<file path="src/rtl/cbm_pkg.sv">
// Package for the bank mapper: opcodes, status codes, CSR indices, mirroring modes, controller states.
// No dependencies.
package cbm_pkg;
   localparam logic [2:0] OP_CPU_RD = 3'd0;
   localparam logic [2:0] OP_CPU_WR = 3'd1;
   localparam logic [2:0] OP_PPU_RD = 3'd2;
   localparam logic [2:0] OP_PPU_WR = 3'd3;
   localparam logic [2:0] OP_TICK   = 3'd4;

   localparam logic [1:0] ST_NONE   = 2'd0;
   localparam logic [1:0] ST_MAPPED = 2'd1;
   localparam logic [1:0] ST_INNER  = 2'd2;

   localparam logic [1:0] CSR_PRG  = 2'd0;
   localparam logic [1:0] CSR_CHR  = 2'd1;
   localparam logic [1:0] CSR_MIRR = 2'd2;

   localparam logic [1:0] MIRR_VERT = 2'd0;
   localparam logic [1:0] MIRR_FOUR = 2'd2;

   typedef enum logic [4:0] {
      S_IDLE = 5'b00001,
      S_EXEC = 5'b00010,
      S_MOD  = 5'b00100,
      S_RAM  = 5'b01000,
      S_OUT  = 5'b10000
   } state_type;

   typedef struct packed {
      logic load;    // capture input word, start
      logic exec;    // run state update, set up modulo
      logic mod_step;
      logic finish;  // form result
   } cmd_type;

   typedef struct packed {
      logic mod_done;
   } stat_type;
endpackage

</file>
<file path="src/rtl/cbm_ctrl.sv">
// Controller state machine for the bank mapper.
// Depends on cbm_pkg.
module cbm_ctrl (
   input  logic              clock,
   input  logic              reset,
   input  logic              req_valid,
   output logic              req_ready,
   output logic              rsp_valid,
   input  logic              rsp_ready,
   input  cbm_pkg::stat_type stat,
   output cbm_pkg::cmd_type  cmd
);
   cbm_pkg::state_type state_ff, state_in;
   logic               vld_ff, vld_in;

   // result register frees once taken, so a new word may start meanwhile
   assign req_ready = (state_ff == cbm_pkg::S_IDLE) && (!vld_ff || rsp_ready);
   assign rsp_valid = vld_ff;

   always_comb begin
      state_in     = state_ff;
      vld_in       = vld_ff;
      cmd          = '0;
      if (vld_ff && rsp_ready) vld_in = 1'b0;
      case (state_ff)
         cbm_pkg::S_IDLE: begin
            if (req_valid && req_ready) begin
               cmd.load = 1'b1;
               state_in = cbm_pkg::S_EXEC;
            end
         end
         cbm_pkg::S_EXEC: begin
            cmd.exec = 1'b1;
            state_in = cbm_pkg::S_MOD;
         end
         cbm_pkg::S_MOD: begin
            cmd.mod_step = 1'b1;
            if (stat.mod_done) state_in = cbm_pkg::S_RAM;
         end
         cbm_pkg::S_RAM: begin
            state_in = cbm_pkg::S_OUT;
         end
         cbm_pkg::S_OUT: begin
            cmd.finish = 1'b1;
            vld_in     = 1'b1;
            state_in   = cbm_pkg::S_IDLE;
         end
         default: state_in = cbm_pkg::S_IDLE;
      endcase
   end

   always_ff @(posedge clock) begin
      if (reset) begin
         state_ff <= cbm_pkg::S_IDLE;
         vld_ff   <= 1'b0;
      end else begin
         state_ff <= state_in;
         vld_ff   <= vld_in;
      end
   end
endmodule

</file>
<file path="config.mk">
export PLATFORM = sky130hd
export DESIGN_NAME = cbm_ctrl
export DESIGN_NICKNAME = d
export VERILOG_FILES = /design/src/rtl/cbm_pkg.sv /design/src/rtl/cbm_ctrl.sv
export SDC_FILE = /design/constraint.sdc
export NUM_CORES = 1
export LEC_CHECK = 0
export ABC_CLOCK_PERIOD_IN_PS = 1600
export BUFFER_PORTS_ARGS = -buffer_cell sky130_fd_sc_hd__buf_2
export CELL_PAD_IN_SITES_DETAIL_PLACEMENT = 0
export CELL_PAD_IN_SITES_GLOBAL_PLACEMENT = 2
export CORE_MARGIN = 3
export CORE_UTILIZATION = 21
export CTS_BUF_LIST = sky130_fd_sc_hd__clkbuf_16
export DETAILED_ROUTE_END_ITERATION = 12
export HOLD_SLACK_MARGIN = 0.06
export PLACE_DENSITY = 0.68
export SLEW_MARGIN = 40
export SYNTH_ARGS = -nofsm -noshare
export SYNTH_HDL_FRONTEND = slang
export SYNTH_SLANG_ARGS = --single-unit
</file>
<file path="constraint.sdc">
create_clock -name clock -period 1.6 [get_ports clock]
set_clock_uncertainty 0.2 [all_clocks]
set_input_delay 0.16 -clock clock [delete_from_list [all_inputs] [get_ports clock]]
set_output_delay 0.16 -clock clock [all_outputs]
set_load 0.05 [all_outputs]
</file>
Yosys cells after proc, flatten, opt, wreduce, memory -nomap -nowiden
Cells that the tools add are included.
{ "classes": {"bitwise": 0, "reduce_logical": 7, "muxes": 10, "shift": 0, "n_eq_ne": 7, "addsub": 0, "magnitude_cmp": 0, "div_mod_pow": 0, "mul": 0} }
{ "op_table": {"columns": ["operator", "n"], "rows": [
  ["case mux 5 bit (4 select lines)", 1],
  ["two-way mux 5 bit", 2],
  ["two-way mux 1 bit", 7],
  ["== test 5 x 1 -> 1 bit, second input constant", 1],
  ["== test 5 x 2 -> 1 bit, second input constant", 1],
  ["== test 5 x 3 -> 1 bit, second input constant", 1],
  ["== test 5 x 4 -> 1 bit, second input constant", 1],
  ["== test 5 bit, second input constant", 1],
  ["logical AND 1 bit", 3],
  ["!= test 2 x 1 -> 1 bit, second input constant", 1],
  ["!= test 2 bit, second input constant", 1],
  ["AND reduction 2 bit", 1],
  ["nonzero test 2 bit", 1],
  ["logical NOT 1 bit", 1],
  ["logical OR 1 bit", 1]
]} }
{ "totals": {"in_bits": 5, "mem_count": 0, "ff_bits": 6, "ram_bits": 0, "output_inout_bits": 6, "latch_bits": 0, "romBits": 0} }

Logic depth before layout (Yosys ltp)
Gate-level depths: netlist of the first run.
{ "depth": {"depth_word": 6, "ltp_mapped": 4} }

Worst setup path after synthesis of the first run
Ideal clock, no wire load.
{ "synth_timing": {"path_kind": "reg-to-output", "startpoint": "reg state_ff[0]", "endpoint": "out cmd[1] (netlist name)", "path_stages_with_launch": 3, "path_buffers": 0, "t_required_ns": 1.240, "t_arrival_ns": 1.405, "setup_slack_ns": -0.165, "path_cell_list": "dfxtp_1 or3_1 nor2_1"} }
{ "synth_rtl": {"columns": ["element", "line", "rtl"], "rows": [
  ["from (decl)", "cbm_ctrl.sv:13", "cbm_pkg::state_type state_ff, state_in;"],
  ["from (signal assigned)", "cbm_ctrl.sv:54", "state_ff <= cbm_pkg::S_IDLE;"],
  ["from (signal assigned)", "cbm_ctrl.sv:57", "state_ff <= state_in;"],
  ["to (decl)", "cbm_ctrl.sv:11", "output cbm_pkg::cmd_type cmd"]
]} }

==> metrics.yaml, run 1 <==
status: "finished with violations"
violations: "setup timing"
port_buffers: 10
grt_max_degree: 7
seq_area_frac_synth_pct: 40.2
ys_warn_count: 0
critPathArrivalTime_ns: 1.50
vdd_drop_max_uv: 571
grt.total_usage_pct: 10.3
final_cell_mix: "6 x buf_4, 5 x buf_2, 5 x buf_6, 5 x dfxtp_1, 3 x clkbuf_16"
syn_to_final_growth_pct: 90.8
p_total_uw: 653
io_pins: 11
grt-ovfl-total: 0
holdWs_ns: 0.0664
antenna_found_initial: 0
clk_path_buf_depth: 2
final_util_pct: 46.9
die_h_um: 43.7
wl_per_cell_um: 11.6
synth_area_sq_um: 299
cts_root_buffer: "clkbuf_16"
period_share_pct: 116
cts_sinks: 6
relSlewSlack_pct: 84.7
viasPerCell: 4.69
drc_errors: 0
core_sq_um: 1220
drv_cap: 0
clk_latency_ns: 0.23
synth.distinct_cells: 19
drtIter0Drc: 3
setup.worst_path.start_class: "flop"
cts_inserted_buffers: 3
die_area_sq_um: 1910
worst_pin_slew_ns: 0.226
synth.avg_cell_area_sq_um: 9.06
cts_tree: "built"
min_path_type: "in -> reg"
stdcell_area_sq_um: 571
grt_pass1_wl_um: 1330
drv_slew: 0
floorplan.initialDensity_pct: 24.6
synth_seq_cells: 6
cp-end-kind: "output pin"
grt_pass1_vias: 315
routed_wl_um: 780
worstSetupPathType: "reg -> out"
num_rows: 12
cts_max_level: 1
synthesis.nets: 38
setup_viol: 6
rsz0062_at_grt: "true"
drive_above_1_share_pct: 56.6
detailedPlace.worstSlack_ns: -0.125
worstPathRequired_ns: 1.24
postRouteAntennaNets: 0
fin_ws_ns: -0.255
p_leak_nw: 0.252
power_density_nw_per_um2: 1140
fmax_mhz: 539
synth_cells: 33
period_needed_ns: 1.86
dieWidth_um: 43.7
final_common_cell: "buf_4"
clkTransAtPathRegs_ns: 0.03
drtPass1Iterations: 2
routabilityCongestion: 0.680
path_max_fanout: 2
nets: 60
antennaDiodeCount: 0
vias: 314
post_dp_cell_area_sq_um: 385
hold_viol_final: 0
[metal layers]
layer / GRT usage (%) / up-vias / part of all wire, %
met1: 10.3 / 142 / 42
li1: - / 157 / -
met5: 0 / - / 0
met4: 9.04 / 0 / 3.3
met3: 4.98 / 4 / 6.8
met2: 15.7 / 11 / 48
[power breakdown]
part / total [mW] / internal (mW) / switching, mW
clock network: 0.401 / 0.320 / 0.0809
logic: 0.0924 / 0.0433 / 0.0490
registers: 0.159 / 0.155 / 0.00408
total: 0.653 / 0.519 / 0.134
[synth_stat cells (all sizes together)]
cell	instances	area share (%)
a21oi	1	2.9
xor2	1	2.9
and3	1	2.1
nor4b	1	2.9
o211ai	1	2.5
dfxtp	6	40
nor4bb	1	3.3
nor3	2	3.3
or3	2	4.2
or3b	1	3.8
nand2b	2	4.2
nand3	1	1.7
or2b	1	2.5
nor2	4	5.0
inv	2	2.5
and4bb	1	4.2
o21a	2	5.0
o21ai	1	1.7
buf	2	5.0
[path summary, 6_finish.rpt]
path / startpoint / end / slack, ns / depth (start not counted)
worst min-delay path: rsp_ready / rsp_valid / 0.07 / 3
worst max register to register: state_ff[3] / rsp_valid / -0.06 / 5
worst min register to register: rsp_valid / rsp_valid / 0.33 / 2
worst max-delay path: state_ff[3] / cmd[0] / -0.26 / 4
[logic make-up (layout without fill, tap and decap cells)]
family / Yosys count / count (layout) / synth area share, %
buffers and inverters: 4 / 24 / 7.53
flip-flops: 6 / 6 / 40.2
AO/OA/AOI/OAI: 5 / 5 / 12.1
AND/OR/NAND/NOR: 17 / 17 / 37.2
XOR/XNOR: 1 / 1 / 2.93
[final cells by class]
type,count,area (sq um)
fill,123,646
sequential,6,121
timing repair buffer,19,161
tap,14,17.5
inverter,2,7.51
clock buffer,3,75.1
multi-input combinational,23,188
[worst max-delay path: stages, from the launching register on]
cell and delay, ns:
dfxtp_2 0.31, or3_4 0.37, or3b_4 0.38, inv_2 0.07, buf_8 0.13
[flip-flops by register name, summed over array words and instances (netlist names)]
| name | flops |
|---|---|
| rsp_valid | 1 |
| state_ff | 5 |
[timing repair]
| action | 4_1_cts | 5_1_grt |
|---|---|---|
| cloned | 0 | 0 |
| buffers inserted | 3 | 1 |
| hold buffers | 2 | 0 |
| pin swaps | 2 | 4 |
| endpoints found under the hold margin | 5 | 0 |
| resized for setup | 13 | 6 |
| setup endpoints to repair | 5 | 8 |
[stage by stage]
stage	cells	TNS [ns]
2_1_floorplan	33	-0.0312
3_3_place_gp	59	-0.107
3_5_place_dp	59	-0.125
4_1_cts	67	-1.08
5_1_grt	67	-1.04
6_report	67	-0.716
(Power assumes the default switching activity.)
==> run 2, diff against run 1 <==
Settings changed: BUFFER_PORTS_ARGS -buffer_cell sky130_fd_sc_hd__buf_2 to not set, CORE_AREA set to 3 3 40 42, CORE_MARGIN 3 to not set, CORE_UTILIZATION 21 to not set, DIE_AREA set to 0 0 43 45, DONT_BUFFER_PORTS set to 1, PLACE_DENSITY 0.68 to 0.59.
==> run 2 against run 1 <==
Against the previous run:
- the run still ends with setup timing left
- count of clock-buffer cells in the layout unchanged
- design area up 8.6%
- wire length rose by 17%
- non-clock buffer count is 2 lower
- critical path depth shrank 1
- critical path type unchanged
- largest power group unchanged
- highest routed layer unchanged
==> metrics.yaml, run 2 (synthesis gave the netlist of run 1 again) <==
slowest_stage: "or3b_4"
relSlewSlack_pct: 84.5
setup_viol: 6
worst_pin_slew_ns: 0.229
drc_errors: 0
grt_pass1_wl_um: 1480
final_cell_mix: "8 x buf_4, 5 x dfxtp_1, 3 x clkbuf_16, 3 x dlygate4sd3_1, 3 x buf_12"
io_pins: 11
die_area_sq_um: 1940
path_max_fanout: 2
routabilityCongestion: 0.715
grt.total_usage_pct: 11.1
vias: 308
routed_wl_um: 909
p_total_uw: 680
clockPowerShare_pct: 59.2
dp.cells: 56
fin_cells: 66
wl_per_cell_um: 13.8
die_h_um: 45
largest_register_ffs: 5
p_sw_share_pct: 20.7
reg2reg_from: "state_ff[3]"
rsz0062_at_grt: "true"
fmax_mhz: 550
stdcell_area_sq_um: 619
grt-ovfl-total: 0
worstSetupPathType: "reg -> out"
postRouteAntennaNets: 0
syn_to_final_growth_pct: 107
largest-register: "state_ff"
r2r_slack_ns: -0.15
p_leak_nw: 0.254
nFillCells: 119
period_needed_ns: 1.82
min_path_type: "in -> reg"
drive_above_1_share_pct: 56.9
final_common_cell: "buf_4"
status: "finished with violations"
whs_path_depth: 5
clkTransAtPathRegs_ns: 0.03
detailedPlace.worstSlack_ns: -0.0423
cts_sinks: 6
p_int_uw: 539
drtIter0Drc: 1
comb_power_share_pct: 17.5
worstPathRequired_ns: 1.24
fin_ws_ns: -0.217
hpwl_um: 597
cts_max_level: 1
power_density_nw_per_um2: 1100
num_rows: 13
antennaDiodeCount: 0
grt_max_degree: 7
setup_tns_ns: -0.766
cp-end-kind: "output pin"
core_sq_um: 1280
setup.worst_path.start_class: "flop"
violations: "setup timing"
drtPass1Iterations: 2
cts_inserted_buffers: 3
nets: 58
p_sw_uw: 141
cts_root_buffer: "clkbuf_16"
cts_tree: "built"
power_frac_seq_pct: 23.3
post_dp_cell_area_sq_um: 419
grt_pass1_vias: 350
dieWidth_um: 43
antenna_found_initial: 0
floorplan.initialDensity_pct: 23.3
clk_latency_ns: 0.23
critPathArrivalTime_ns: 1.46
setup.worst_path.start: "state_ff[3]"
hold_viol_final: 0
hp-start: "req_valid"
worst-r2r-cell-count: 5
vdd_drop_max_uv: 677
clk_path_buf_depth: 2
period_share_pct: 114
slowest_delay_ns: 0.42
critical_path.cell_chain: "or3_4 -> or3b_4 -> inv_8"
drv_slew: 0
viasPerCell: 4.67
drv_cap: 0
port_buffers: 0
==> run 2: area by class of cell <==
cell class / count / area, sq um / share of cell area [%]
Sequential cell: 6 / 121 / 19.6
Multi-Input combinational cell: 23 / 201 / 32.5
Timing Repair Buffer: 17 / 188 / 30.3
Inverter: 2 / 15.0 / 2.42
Tap cell: 15 / 18.8 / 3.03
Clock buffer: 3 / 75.1 / 12.1
==> run 2: path summary, 6_finish.rpt <==
kind	end
max reg2reg	rsp_valid
min	state_ff[1]
max	cmd[0]
min reg2reg	state_ff[4]
==> run 2: per-layer routing <==
metal	vias up	GRT usage, %	share of wire [%]	wire, um
met5	-	0	0	0
met4	0	10.8	3.4	31
met3	4	4.78	6.7	61
met2	11	18.0	52	475
met1	140	10.4	37	340
li1	153	-	-	-
==> run 2: power by group through the flow <==
stage	combinational [mW]	clock [mW]	sequential, mW
after floorplan	0.0481	0	0.161
after global placement	0.0864	0	0.159
after detailed placement	0.0876	0	0.159
after CTS	0.109	0.412	0.157
after global routing	0.126	0.422	0.159
final	0.119	0.403	0.158
==> run 2: critical path, delay by kind of cell, from the launching register on <==
family,cells,cell delay [ns]
simple gates,2,0.80
flops,1,0.31
buf+inv,1,0.11
==> run 2: through the flow <==
step / hold slack [ns] / utilization (%)
floorplan: 0.0224 / -
global placement: 0.0245 / 32.6
detailed placement: 0.0297 / 32.6
CTS: 0.247 / 45.5
global route: 0.253 / 48.2
finish: 0.232 / 48.2
==> run 2: repair_timing <==
item,4_1_cts,5_1_grt
pin swaps,4,3
hold buffers,3,0
cloned,0,0
setup endpoints to repair,6,8
buffers inserted,3,1
hold endpoints to repair,6,0
gates resized for setup,11,5
